==> config.mk <==
export PLATFORM = sky130hd
export DESIGN_NAME = ordered_value_list_store_core
export DESIGN_NICKNAME = d
export VERILOG_FILES = /design/src/rtl/core/olvs_pkg.sv /design/src/rtl/core/olvs_mem.sv /design/src/rtl/core/olvs_seq.sv /design/src/rtl/core/ordered_value_list_store_core.sv
export SDC_FILE = /design/constraint.sdc
export NUM_CORES = 2
export LEC_CHECK = 0
export ABC_AREA = 1
export BUFFER_PORTS_ARGS = -buffer_cell sky130_fd_sc_hd__buf_4
export CAP_MARGIN = 30
export CELL_PAD_IN_SITES_DETAIL_PLACEMENT = 0
export CELL_PAD_IN_SITES_GLOBAL_PLACEMENT = 2
export CORE_AREA = 2 2 367 642
export CTS_BUF_LIST = sky130_fd_sc_hd__clkbuf_8 sky130_fd_sc_hd__clkbuf_16
export DETAILED_ROUTE_END_ITERATION = 10
export DIE_AREA = 0 0 369 644
export HOLD_SLACK_MARGIN = 0.08
export PLACE_DENSITY_LB_ADDON = 0.1
export SYNTH_ARGS = -nofsm -noshare
export SYNTH_HDL_FRONTEND = slang
export SYNTH_SLANG_ARGS = --single-unit
==> constraint.sdc <==
create_clock -name clk -period 5.1 [get_ports clk]
set_input_delay 0.51 -clock clk [delete_from_list [all_inputs] [get_ports clk]]
set_output_delay 0.51 -clock clk [all_outputs]
set_load 0.01 [all_outputs]
==> src/rtl/core/olvs_pkg.sv <==
// ----------------------------------------------------------------------------
// olvs_pkg
// Shared types, field widths and codes for the ordered value list store.
// ----------------------------------------------------------------------------
package olvs_pkg;

  localparam int unsigned CAPACITY_DEF = 64;

  localparam int unsigned ACT_W = 3;
  localparam int unsigned VAL_W = 32;
  localparam int unsigned IDX_W = 6;
  localparam int unsigned STS_W = 2;
  localparam int unsigned POS_W = 6;
  localparam int unsigned CNT_W = 7;

  localparam int unsigned IN_DATA_W  = 48;
  localparam int unsigned OUT_DATA_W = 48;

  localparam logic [ACT_W-1:0] ACT_APPEND  = 3'd0;
  localparam logic [ACT_W-1:0] ACT_PREPEND = 3'd1;
  localparam logic [ACT_W-1:0] ACT_SEARCH  = 3'd2;
  localparam logic [ACT_W-1:0] ACT_DELETE  = 3'd3;
  localparam logic [ACT_W-1:0] ACT_SORT    = 3'd4;
  localparam logic [ACT_W-1:0] ACT_READ    = 3'd5;

  localparam logic [STS_W-1:0] STS_OK        = 2'd0;
  localparam logic [STS_W-1:0] STS_NOT_FOUND = 2'd1;
  localparam logic [STS_W-1:0] STS_FULL      = 2'd2;
  localparam logic [STS_W-1:0] STS_BAD_INDEX = 2'd3;

  typedef struct packed {
    logic [IDX_W-1:0] index;
    logic [VAL_W-1:0] value;
    logic [ACT_W-1:0] action;
  } cmd_t;

  typedef struct packed {
    logic [CNT_W-1:0] count;
    logic [VAL_W-1:0] element;
    logic [POS_W-1:0] position;
    logic [STS_W-1:0] status;
  } res_t;

endpackage

==> src/rtl/core/olvs_mem.sv <==
// ----------------------------------------------------------------------------
// olvs_mem
// Single-clock RAM, one write port and one read port, registered read data.
// ----------------------------------------------------------------------------
module olvs_mem #(
  parameter int unsigned DEPTH = olvs_pkg::CAPACITY_DEF,
  parameter int unsigned WIDTH = olvs_pkg::VAL_W
) (
  input  logic                     clk,
  input  logic                     wr_en,
  input  logic [$clog2(DEPTH)-1:0] wr_addr,
  input  logic [WIDTH-1:0]         wr_data,
  input  logic                     rd_en,
  input  logic [$clog2(DEPTH)-1:0] rd_addr,
  output logic [WIDTH-1:0]         rd_data
);

  logic [WIDTH-1:0] mem [DEPTH];

  always_ff @(posedge clk) begin
    if (wr_en) begin
      mem[wr_addr] <= wr_data;
    end
    if (rd_en) begin
      rd_data <= mem[rd_addr];
    end
  end

endmodule

==> src/rtl/core/olvs_seq.sv <==
// ----------------------------------------------------------------------------
// olvs_seq
// Command sequencer: decodes a transaction, walks the entry RAM one read per
// cycle (scan, gap close, gap open, bubble pass, indexed read) and builds the result.
// ----------------------------------------------------------------------------
module olvs_seq #(
  parameter int unsigned CAPACITY = olvs_pkg::CAPACITY_DEF
) (
  input  logic                             clk,
  input  logic                             rst_n,
  input  logic                             cmd_valid,
  output logic                             cmd_ready,
  input  olvs_pkg::cmd_t                   cmd,
  output logic                             res_valid,
  input  logic                             res_ready,
  output olvs_pkg::res_t                   res,
  output logic                             mem_rd_en,
  output logic [$clog2(CAPACITY)-1:0]      mem_rd_addr,
  input  logic [olvs_pkg::VAL_W-1:0]       mem_rd_data,
  output logic                             mem_wr_en,
  output logic [$clog2(CAPACITY)-1:0]      mem_wr_addr,
  output logic [olvs_pkg::VAL_W-1:0]       mem_wr_data
);

  localparam int unsigned AW = $clog2(CAPACITY);
  localparam int unsigned CW = $clog2(CAPACITY + 1);
  localparam int unsigned XW = CW + olvs_pkg::IDX_W;

  typedef enum logic [2:0] {
    ST_IDLE,
    ST_DECODE,
    ST_SCAN,
    ST_CLOSE,
    ST_OPEN,
    ST_SORT,
    ST_GET,
    ST_DONE
  } state_t;

  state_t                         state_r, state_nxt;
  olvs_pkg::cmd_t                 cmd_r;
  logic [CW-1:0]                  fill_r, fill_nxt;
  logic [AW-1:0]                  rptr_r, rptr_nxt;
  logic [CW-1:0]                  cnt_r, cnt_nxt;
  logic                           pend_r, pend_nxt;
  logic [AW-1:0]                  paddr_r, paddr_nxt;
  logic [olvs_pkg::VAL_W-1:0]     carry_r, carry_nxt;
  logic                           swapped_r, swapped_nxt;
  logic                           first_r, first_nxt;
  logic [AW-1:0]                  where_r, where_nxt;
  logic [olvs_pkg::STS_W-1:0]     status_r, status_nxt;
  logic [olvs_pkg::VAL_W-1:0]     element_r, element_nxt;

  logic                           walking;
  logic                           issue;
  logic                           walk_end;
  logic                           is_full;
  logic [XW-1:0]                  idx_ext;
  logic [XW-1:0]                  fill_ext;

  assign walking  = (state_r == ST_SCAN) || (state_r == ST_CLOSE) ||
                    (state_r == ST_OPEN) || (state_r == ST_SORT) || (state_r == ST_GET);
  assign issue    = walking && (cnt_r != '0);
  assign walk_end = (cnt_r == '0) && !pend_r;
  assign is_full  = (fill_r == CW'(CAPACITY));
  assign idx_ext  = XW'(cmd_r.index);
  assign fill_ext = XW'(fill_r);

  assign cmd_ready   = (state_r == ST_IDLE);
  assign res_valid   = (state_r == ST_DONE);
  assign mem_rd_en   = issue;
  assign mem_rd_addr = rptr_r;

  assign res.status   = status_r;
  assign res.position = olvs_pkg::POS_W'(where_r);
  assign res.element  = element_r;
  assign res.count    = olvs_pkg::CNT_W'(fill_r);

  always_comb begin
    state_nxt   = state_r;
    fill_nxt    = fill_r;
    rptr_nxt    = (state_r == ST_OPEN) ? rptr_r - 1'b1 : rptr_r + 1'b1;
    cnt_nxt     = issue ? cnt_r - 1'b1 : cnt_r;
    pend_nxt    = issue;
    paddr_nxt   = rptr_r;
    carry_nxt   = carry_r;
    swapped_nxt = swapped_r;
    first_nxt   = first_r;
    where_nxt   = where_r;
    status_nxt  = status_r;
    element_nxt = element_r;
    mem_wr_en   = 1'b0;
    mem_wr_addr = '0;
    mem_wr_data = carry_r;

    unique case (state_r)
      ST_IDLE: begin
        if (cmd_valid) begin
          state_nxt = ST_DECODE;
        end
      end

      ST_DECODE: begin
        status_nxt  = olvs_pkg::STS_OK;
        where_nxt   = '0;
        element_nxt = '0;
        rptr_nxt    = '0;
        cnt_nxt     = fill_r;
        first_nxt   = 1'b1;
        swapped_nxt = 1'b0;
        state_nxt   = ST_DONE;
        unique case (cmd_r.action)
          olvs_pkg::ACT_APPEND: begin
            if (is_full) begin
              status_nxt = olvs_pkg::STS_FULL;
            end else begin
              mem_wr_en   = 1'b1;
              mem_wr_addr = AW'(fill_r);
              mem_wr_data = cmd_r.value;
              fill_nxt    = fill_r + 1'b1;
            end
          end
          olvs_pkg::ACT_PREPEND: begin
            if (is_full) begin
              status_nxt = olvs_pkg::STS_FULL;
            end else begin
              rptr_nxt  = AW'(fill_r - 1'b1);
              state_nxt = ST_OPEN;
            end
          end
          olvs_pkg::ACT_SEARCH, olvs_pkg::ACT_DELETE: begin
            state_nxt = ST_SCAN;
          end
          olvs_pkg::ACT_SORT: begin
            if (fill_r > CW'(1)) begin
              state_nxt = ST_SORT;
            end
          end
          olvs_pkg::ACT_READ: begin
            if (idx_ext < fill_ext) begin
              rptr_nxt  = AW'(cmd_r.index);
              cnt_nxt   = CW'(1);
              state_nxt = ST_GET;
            end else begin
              status_nxt = olvs_pkg::STS_BAD_INDEX;
            end
          end
          default: begin
          end
        endcase
      end

      ST_SCAN: begin
        if (pend_r && (mem_rd_data == cmd_r.value)) begin
          where_nxt = paddr_r;
          pend_nxt  = 1'b0;
          if (cmd_r.action == olvs_pkg::ACT_DELETE) begin
            rptr_nxt  = paddr_r + 1'b1;
            cnt_nxt   = fill_r - 1'b1 - CW'(paddr_r);
            state_nxt = ST_CLOSE;
          end else begin
            state_nxt = ST_DONE;
          end
        end else if (walk_end) begin
          status_nxt = olvs_pkg::STS_NOT_FOUND;
          state_nxt  = ST_DONE;
        end
      end

      ST_CLOSE: begin
        if (pend_r) begin
          mem_wr_en   = 1'b1;
          mem_wr_addr = paddr_r - 1'b1;
          mem_wr_data = mem_rd_data;
        end
        if (walk_end) begin
          fill_nxt  = fill_r - 1'b1;
          state_nxt = ST_DONE;
        end
      end

      ST_OPEN: begin
        if (pend_r) begin
          mem_wr_en   = 1'b1;
          mem_wr_addr = paddr_r + 1'b1;
          mem_wr_data = mem_rd_data;
        end
        if (walk_end) begin
          mem_wr_en   = 1'b1;
          mem_wr_addr = '0;
          mem_wr_data = cmd_r.value;
          fill_nxt    = fill_r + 1'b1;
          state_nxt   = ST_DONE;
        end
      end

      ST_SORT: begin
        // running maximum rides in carry_r through one bubble pass
        if (pend_r) begin
          if (first_r) begin
            carry_nxt = mem_rd_data;
            first_nxt = 1'b0;
          end else begin
            mem_wr_en   = 1'b1;
            mem_wr_addr = paddr_r - 1'b1;
            if ($signed(carry_r) > $signed(mem_rd_data)) begin
              mem_wr_data = mem_rd_data;
              swapped_nxt = 1'b1;
            end else begin
              mem_wr_data = carry_r;
              carry_nxt   = mem_rd_data;
            end
          end
        end
        if (walk_end) begin
          mem_wr_en   = 1'b1;
          mem_wr_addr = AW'(fill_r - 1'b1);
          mem_wr_data = carry_r;
          if (swapped_r) begin
            rptr_nxt    = '0;
            cnt_nxt     = fill_r;
            first_nxt   = 1'b1;
            swapped_nxt = 1'b0;
          end else begin
            state_nxt = ST_DONE;
          end
        end
      end

      ST_GET: begin
        if (pend_r) begin
          element_nxt = mem_rd_data;
          state_nxt   = ST_DONE;
        end
      end

      ST_DONE: begin
        if (res_ready) begin
          state_nxt = ST_IDLE;
        end
      end

      default: begin
        state_nxt = ST_IDLE;
      end
    endcase
  end

  always_ff @(posedge clk) begin
    if (!rst_n) begin
      state_r <= ST_IDLE;
      fill_r  <= '0;
      pend_r  <= 1'b0;
      cnt_r   <= '0;
    end else begin
      state_r <= state_nxt;
      fill_r  <= fill_nxt;
      pend_r  <= pend_nxt;
      cnt_r   <= cnt_nxt;
    end
  end

  always_ff @(posedge clk) begin
    if (cmd_valid && cmd_ready) begin
      cmd_r <= cmd;
    end
    rptr_r    <= rptr_nxt;
    paddr_r   <= paddr_nxt;
    carry_r   <= carry_nxt;
    swapped_r <= swapped_nxt;
    first_r   <= first_nxt;
    where_r   <= where_nxt;
    status_r  <= status_nxt;
    element_r <= element_nxt;
  end

  a_fill_bound: assert property (@(posedge clk) disable iff (!rst_n)
    fill_r <= CW'(CAPACITY))
    else $error("fill above capacity");

  a_fill_step: assert property (@(posedge clk) disable iff (!rst_n)
    fill_r != $past(fill_r) |->
      (fill_r == $past(fill_r) + 1'b1) || (fill_r == $past(fill_r) - 1'b1))
    else $error("fill moved by more than one");

  a_fill_at_done: assert property (@(posedge clk) disable iff (!rst_n)
    fill_r != $past(fill_r) |-> state_r == ST_DONE)
    else $error("fill changed outside command completion");

  a_no_rw_clash: assert property (@(posedge clk) disable iff (!rst_n)
    !(mem_wr_en && mem_rd_en && (mem_wr_addr == mem_rd_addr)))
    else $error("read and write to same entry in one cycle");

  a_wr_in_range: assert property (@(posedge clk) disable iff (!rst_n)
    mem_wr_en |-> CW'(mem_wr_addr) <= fill_r)
    else $error("write beyond list tail");

endmodule

==> src/rtl/core/ordered_value_list_store_core.sv <==
// ----------------------------------------------------------------------------
// ordered_value_list_store_core
// Bounded list of signed 32-bit values with append, prepend, search, delete,
// ascending sort and indexed read; one result transaction per command.
// ----------------------------------------------------------------------------
// One command is in work at a time; the next input transaction is taken
// while the previous result still sits in the output register. Search
// walks the stored values in order, delete also closes the gap behind the
// match, prepend shifts every entry up one place and sort repeats bubble
// passes until one pass makes no swap. The walks step through the entry RAM
// one entry per cycle over its single read port. No clearing pass after reset.
module ordered_value_list_store_core #(
  parameter int unsigned CAPACITY = olvs_pkg::CAPACITY_DEF
) (
  input  logic                              clk,
  input  logic                              rst_n,
  input  logic                              in_tvalid,
  output logic                              in_tready,
  // [2:0] action, [34:3] value, [40:35] index, [47:41] zero
  input  logic [olvs_pkg::IN_DATA_W-1:0]    in_tdata,
  output logic                              out_tvalid,
  input  logic                              out_tready,
  // [1:0] status, [7:2] position, [39:8] element, [46:40] count, [47] zero
  output logic [olvs_pkg::OUT_DATA_W-1:0]   out_tdata
);

  localparam int unsigned AW      = $clog2(CAPACITY);
  localparam int unsigned CMD_W   = $bits(olvs_pkg::cmd_t);
  localparam int unsigned RES_W   = $bits(olvs_pkg::res_t);

  olvs_pkg::cmd_t              cmd;
  olvs_pkg::res_t              res;
  logic                        res_valid;
  logic                        res_ready;
  logic                        mem_rd_en;
  logic [AW-1:0]               mem_rd_addr;
  logic [olvs_pkg::VAL_W-1:0]  mem_rd_data;
  logic                        mem_wr_en;
  logic [AW-1:0]               mem_wr_addr;
  logic [olvs_pkg::VAL_W-1:0]  mem_wr_data;

  logic                        out_tvalid_r;
  olvs_pkg::res_t              out_res_r;

  assign cmd = olvs_pkg::cmd_t'(in_tdata[CMD_W-1:0]);

  olvs_seq #(
    .CAPACITY (CAPACITY)
  ) u_seq (
    .clk         (clk),
    .rst_n       (rst_n),
    .cmd_valid   (in_tvalid),
    .cmd_ready   (in_tready),
    .cmd         (cmd),
    .res_valid   (res_valid),
    .res_ready   (res_ready),
    .res         (res),
    .mem_rd_en   (mem_rd_en),
    .mem_rd_addr (mem_rd_addr),
    .mem_rd_data (mem_rd_data),
    .mem_wr_en   (mem_wr_en),
    .mem_wr_addr (mem_wr_addr),
    .mem_wr_data (mem_wr_data)
  );

  olvs_mem #(
    .DEPTH (CAPACITY),
    .WIDTH (olvs_pkg::VAL_W)
  ) u_mem (
    .clk     (clk),
    .wr_en   (mem_wr_en),
    .wr_addr (mem_wr_addr),
    .wr_data (mem_wr_data),
    .rd_en   (mem_rd_en),
    .rd_addr (mem_rd_addr),
    .rd_data (mem_rd_data)
  );

  assign res_ready = !out_tvalid_r || out_tready;

  always_ff @(posedge clk) begin
    if (!rst_n) begin
      out_tvalid_r <= 1'b0;
    end else if (res_ready) begin
      out_tvalid_r <= res_valid;
    end
  end

  always_ff @(posedge clk) begin
    if (res_valid && res_ready) begin
      out_res_r <= res;
    end
  end

  assign out_tvalid = out_tvalid_r;
  assign out_tdata  = olvs_pkg::OUT_DATA_W'(RES_W'(out_res_r));

endmodule

# Word-level counts from Yosys, hierarchy flattened
# Memories as Yosys holds them, arrays and structs flattened. A register that Yosys moved wholly into a read port is not among the register bits.
# Index checks and enable logic that the tools add are counted.
[word_totals]
inputBits = 52
mem_count = 1
elab_cells = 175
reg_bits = 193
mem_bits_rw = 2048
[classes]
mux = 87
addsub = 8
order_cmp = 3
eq_ne = 27
n_reduce_logical = 29
[memory_table]
columns = ["memory", "depth", "word_bits", "rd", "rd_clocked_by_memory_dff", "wr", "line", "text"]
rows = [
  ["u_mem.mem", 64, 32, 1, 1, 1, "olvs_mem.sv:18", "logic [WIDTH-1:0] mem [DEPTH];"],
]
[ops]
columns = ["cell", "n"]
rows = [
  ["32-bit 2-to-1 mux", 11],
  ["32-bit one-hot mux with 4 select lines", 1],
  ["6-bit 2-to-1 mux", 16],
  ["7-bit 2-to-1 mux", 11],
  ["32-bit one-hot mux with 2 select lines", 1],
  ["7-bit one-hot mux with 3 select lines", 2],
  ["32-bit == test", 1],
  ["32-bit greater-than comparator", 1],
  ["3-bit 2-to-1 mux", 8],
  ["6-bit one-hot mux with 2 select lines", 2],
  ["6-bit one-hot mux with 4 select lines", 1],
  ["3-bit one-hot mux with 7 select lines", 1],
  ["1-bit 2-to-1 mux", 20],
  ["3-bit == test (second input constant)", 6],
  ["6-bit one-hot mux with 3 select lines", 1],
  ["2-bit by 1-bit != test with 1-bit output (second input constant)", 7],
  ["7-bit by 1-bit subtractor with 7-bit output (second input constant)", 2],
  ["6-bit by 1-bit adder with 6-bit output (second input constant)", 2],
  ["3-bit by 2-bit == test with 1-bit output (second input constant)", 4],
  ["2-bit 2-to-1 mux", 6],
  ["2-bit != test (second input constant)", 6],
  ["3-bit one-hot mux with 4 select lines", 1],
  ["6-bit by 1-bit subtractor with 6-bit output (second input constant)", 2],
  ["5-bit AND reduction", 2],
  ["20 further kinds", 39],
]

# Logic depth before layout (Yosys ltp)
[logic_depth]
word_depth = 10
depth_mapped = 20

# Modules after synthesis
# From an unflattened synthesis, not the netlist that was laid out.
[unflattened]
hier_cells = 8412
area_unflattened_um2 = 95809.4
[modules_own_cells]
columns = ["module", "cells_each", "area_per_inst_um2", "n_inst", "seq_area_each_um2"]
rows = [
  ["olvs_mem", 6769, 83058.4, 1, 62459.9],
  ["olvs_seq", 1587, 11277.1, 1, 4053.9],
  ["ordered_value_list_store_core", 56, 1473.9, 1, 1431.4],
]

# Least setup slack after synthesis
# No wires, ideal clock.
[synth_path]
kind = "register to register"
startpoint = "reg u_seq.carry_r[31] (netlist bit)"
endpoint = "reg u_seq.carry_r[0] (netlist bit), enable pin"
period_less_slack_ns = 4.547
arrival_time_ns = 4.077
t_required_ns = 4.630
path_stages_with_launch = 9
setup_slack_ns = 0.553
cell_sequence = "edfxtp_1 ha_1 nand2_1 nor2_1 nand2_1 nor2_1 a41oi_1 clkbuf_1 a211oi_1"
[synth_between]
elab_chain_cells = 3
[synth_lines]
columns = ["element", "line", "text"]
rows = [
  ["start, declared", "olvs_seq.sv:47", "logic [olvs_pkg::VAL_W-1:0] carry_r, carry_nxt;"],
  ["start signal, assigned", "olvs_seq.sv:269", "carry_r <= carry_nxt;"],
  ["32-bit greater-than comparator", "olvs_seq.sv:206", "if ($signed(carry_r) > $signed(mem_rd_data)) begin"],
  ["2-bit by 1-bit != test with 1-bit output (no source line)", "n/a", ""],
  ["3-bit AND reduction (no source line)", "n/a", ""],
]
# Every way passes these cells.
# A chain may end at the register's enable or synchronous reset.

# Final worst setup path
[layout_path]
startpoint = "reg u_mem.rd_data[15] (read register of u_mem.mem)"
endpoint = "mem u_mem.mem[44][20] (netlist bit) (data pin)"
[layout_between]
elab_chain_cells = 6
[layout_lines]
columns = ["element", "line", "text"]
rows = [
  ["start, declared", "olvs_mem.sv:15", "output logic [WIDTH-1:0] rd_data"],
  ["32-bit greater-than comparator", "olvs_seq.sv:206", ""],
  ["32-bit 2-to-1 mux", "olvs_seq.sv:206", ""],
  ["32-bit 2-to-1 mux", "olvs_seq.sv:200", "if (first_r) begin"],
  ["32-bit 2-to-1 mux", "olvs_seq.sv:199", "if (pend_r) begin"],
  ["32-bit 2-to-1 mux", "olvs_seq.sv:215", "if (walk_end) begin"],
  ["32-bit one-hot mux with 4 select lines", "olvs_seq.sv:96", "unique case (state_r)"],
  ["net mem_wr_data, one bit", "ordered_value_list_store_core.sv:40", "logic [olvs_pkg::VAL_W-1:0] mem_wr_data;"],
  ["end, declared", "olvs_mem.sv:18", ""],
]
# The timed path passes the listed nets, and every way through them passes these cells.

==> results.sh <==
export IMPL_grt_pass1_wl_mm=440.6
export IMPL_synth_fp_nets=7523
export IMPL_die_w_um=369
export IMPL_ys_types=61
export IMPL_fillCellCount=21150
export IMPL_hold_path_class="in2reg"
export IMPL_synth_area_per_cell_um2=12.49
export IMPL_synth_cells=7414
export IMPL_whs_ns=0.1837
export IMPL_cts_buffer_depth=4
export IMPL_drv_slew=0
export IMPL_cts_resized=0
export IMPL_cts_htree_levels=4
export IMPL_drc=0
export IMPL_fin_tns_setup_ns=0
export IMPL_cp_start_kind="flop"
export IMPL_cp_arrival_ns=4.96
export IMPL_grt_use_met2=0.4711
export IMPL_drt_iter0_markers=5137
export IMPL_fin_nets=7656
export IMPL_clock_skew_ns=0.04208
export IMPL_ir_drop_mv=0.3928
export IMPL_syn_to_final_growth_pct=14.58
export IMPL_yosys_warnings=0
export IMPL_numCtsBuffers=217
export IMPL_wirelength_mm=312.3
export IMPL_setup_violations=0
export IMPL_cts_tree="done"
export IMPL_num_rows=235
export IMPL_ys_seq_elements=2273
export IMPL_slowest_stage="buf_4"
export IMPL_path_common_cell="nand2_1"
export IMPL_grt_busiest_layer="met2"
export IMPL_worst_pin_slew_ns=1.108
export IMPL_fp_dieArea_um2=237600
export IMPL_critPathKind="reg2reg"
export IMPL_setup_ws_ns=0.7017
export IMPL_slew_headroom=0.2616
export IMPL_p_leak_nw=34.87
export IMPL_period_minus_slack_ns=4.398
export IMPL_endpoint_kind="flop"
export IMPL_ys_flop_type="edfxtp_1"
export IMPL_vias=61730
export IMPL_root_buffer="clkbuf_16"
export IMPL_critPathBufInv=5
export IMPL_synthArstFlopShare=0
export IMPL_cpPeakStageDelay_ns=0.54
export IMPL_antenna_left=0
export IMPL_synth_edf_count=2242
export IMPL_dpl_hpwl_mm=183.8
export IMPL_track_usage=0.2571
export IMPL_core_area_um2=232900
export IMPL_use_met3=0.02591
export IMPL_maxCapViolCount=0
export IMPL_use_met1=0.3115
export IMPL_finalCritPeriodShare=0.8624
export IMPL_path_max_fanout=64
export IMPL_netlist_area_um2=92600
export IMPL_rsz0062_at_grt="false"
export IMPL_die_h_um=644
export IMPL_io_pins=102
export IMPL_grt_max_degree=140
export IMPL_p_per_area_nw_per_um2=577.2
export IMPL_antenna_found_initial=13
export IMPL_worstPathRequired_ns=5.66
export IMPL_routabilityCongestion=0.8618
export IMPL_grt_pass1_vias=60430
export IMPL_initial_core_util=0.3976
export IMPL_dr_pass1_iters=6
export IMPL_portBuffers=93
export IMPL_gr_total_overflow=0
export IMPL_cp_cell_sequence="inv_1 > ha_1 > nand2_1 > inv_1 > nand3_1 > nor3_1 > nand2_1 > nand2_1 > nand2_1 > nand2_1 > nand2_1 > nand2_1 > buf_4 > nand3_1 > buf_4 > nand2_1 > nand3_1 > a21oi_4 > buf_4"
export IMPL_wl_per_cell_um=28.95
export IMPL_clkSlewWorstSetupHoldPaths_ns=0.07
export IMPL_ys_seq_area_frac=0.7338
export IMPL_fmax_ghz=0.2274
export IMPL_status="finished clean"
export IMPL_drive_gt1_frac=0.1069
export IMPL_clock_latency_ns=0.91
export IMPL_post_place_ws_ns=0.7058
export IMPL_hold_viol_final=0
export IMPL_critPathTopFamily="simple AND/OR/NAND/NOR gates"
export IMPL_cts_sinks=2273
export IMPL_routed_via_density=5.723
## Yosys cell counts, types with 3 or more instances
| cell type | number | area [µm²] |
|---|---|---|
| buf_4 | 14 | 105.1 |
| or2_2 | 9 | 56.30 |
| o21ai_1 | 64 | 320.3 |
| xnor2_1 | 12 | 105.1 |
| ha_1 | 55 | 688.2 |
| buf_6 | 3 | 33.78 |
| o211ai_1 | 9 | 67.56 |
| o221ai_1 | 15 | 131.4 |
| a31oi_1 | 6 | 37.54 |
| nor2_2 | 3 | 18.77 |
| nor2_1 | 1501 | 5634 |
| o31ai_1 | 13 | 97.59 |
| nand2_1 | 412 | 1546 |
| nand2_2 | 3 | 18.77 |
| buf_1 | 8 | 30.03 |
| a211oi_1 | 3 | 22.52 |
| inv_2 | 16 | 60.06 |
| nand4_1 | 56 | 350.3 |
| xor2_1 | 25 | 219.0 |
| nand3_1 | 111 | 555.5 |
| a21oi_1 | 112 | 560.5 |
| dfxtp_1 | 31 | 620.6 |
| o21ai_0 | 1307 | 6541 |
| a22oi_1 | 18 | 135.1 |
| o32ai_1 | 12 | 105.1 |
| a21o_1 | 4 | 30.03 |
| nor3_2 | 4 | 40.04 |
| clkbuf_1 | 340 | 1276 |
| inv_4 | 3 | 18.77 |
| clkinv_1 | 4 | 15.01 |
| o22ai_1 | 633 | 3960 |
| edfxtp_1 | 2242 | 67320 |
| inv_1 | 170 | 638.1 |
| nor4_1 | 3 | 18.77 |
| nand2_4 | 8 | 90.09 |
| nor2_4 | 6 | 67.56 |
| nor3_1 | 20 | 100.1 |
| buf_2 | 126 | 630.6 |
| nand3b_1 | 4 | 30.03 |
## flip-flops by register name (all words and copies together), names as in the netlist
| register | count |
|---|---|
| out_tdata | 47 |
| out_tvalid | 1 |
| u_mem.mem | 2048 |
| u_mem.rd_data | 32 |
| u_seq.carry_r | 32 |
| u_seq.cmd_r | 41 |
| u_seq.cnt_r | 7 |
| u_seq.element_r | 32 |
| u_seq.fill_r | 7 |
| u_seq.first_r | 1 |
| u_seq.mem_rd_addr | 6 |
| u_seq.paddr_r | 6 |
| u_seq.pend_r | 1 |
| u_seq.state_r | 3 |
| u_seq.status_r | 2 |
| u_seq.swapped_r | 1 |
| u_seq.where_r | 6 |
## tightest hold or removal path, cell delays in order
cell,delay (ns)
buf_4,0.11
inv_1,0.08
nand2_1,0.07
nand2_1,0.08
a21oi_1,0.07
o21ai_0,0.08
inv_1,0.04
## cells by family (layout without fill, tap and decap cells)
group                    after synthesis  count (layout)  synth area share
flip-flops                          2273            2273            0.7338
buffers and inverters                687             975           0.03052
adder cells (fa/ha/maj)               57              57          0.007864
AO/OA/AOI/OAI                       2209            2209            0.1310
other                                  1               4        0.00004050
AND/OR/NAND/NOR                     2149            2149           0.09314
multiplexers                           1               1         0.0001081
XOR/XNOR                              37              37          0.003500
## placed cells by master, fill, tap and decap left out, types with 8 or more instances in the layout
cell type,instances
o32ai_1,11
nand4_1,56
buf_12,85
a21oi_1,97
nand3_1,94
clkbuf_16,217
inv_1,218
o21ai_1,64
nand3_2,18
o22ai_1,633
o221ai_1,15
o21ai_0,1306
bufinv_16,18
xor2_1,25
clkinv_1,42
o211ai_1,9
xnor2_1,12
nor2_1,1435
o31ai_1,13
nand2_1,412
inv_2,16
a21oi_4,15
or2_2,9
a22oi_1,18
dlygate4sd3_1,43
edfxtp_1,2242
buf_4,277
nand2_4,8
nor2_4,72
nor3_1,19
clkinv_2,35
ha_1,55
dfxtp_1,24
## cell type report
cell class,count,area [µm²],area share
flip-flops and latches,2273,67970,0.6407
multi-input cells,4454,22630,0.2133
clock buffers,219,5458,0.05144
repair buffers,405,4212,0.03970
well taps,3081,3855,0.03634
clock inverters,155,1179,0.01111
inverters,196,785.8,0.007406
diodes,3,7.507,0.00007076
## worst paths after layout
kind | end | slack, ns | depth (start not counted) | from
worst max-delay path | u_mem.mem[44][20] | 0.70 | 19 | u_mem.rd_data[15]
worst min-delay path | u_seq.state_r[0] | 0.18 | 7 | in_tvalid
worst max register to register | u_mem.mem[44][20] | 0.70 | 19 | u_mem.rd_data[15]
worst min register to register | out_tdata[3] | 0.42 | 0 | u_seq.where_r[1]
## metal layers
layer	vias to the layer above	part of all wire
met5	-	0.000080
met4	4	0.037
met3	499	0.046
met2	1825	0.53
met1	31750	0.39
li1	27650	-
## report_power, final
group | total, mW | switching, mW | internal, mW | leakage [nW]
registers | 24.2 | 0.494 | 23.7 | 20.5
logic | 21.4 | 16.1 | 5.32 | 10.9
clock network | 15.7 | 7.05 | 8.61 | 3.45
total | 61.2 | 23.6 | 37.6 | 34.9
## metrics by stage
step / power [mW] / util / instances / area, µm²
floorplan: 36.55 / - / 7414 / 92600
global placement: 45.92 / 0.4250 / 10360 / 98980
detailed placement: 46.12 / 0.4251 / 10370 / 99000
CTS: 61.79 / 0.4555 / 10780 / 106100
global route: 64.02 / 0.4556 / 10780 / 106100
finish: 61.24 / 0.4556 / 10790 / 106100
## what timing repair did
item,CTS,global route
hold buffers,43,0
buffers inserted,0,0
endpoints found under the hold margin,52,0
Power figures use the tool's default switching activity.
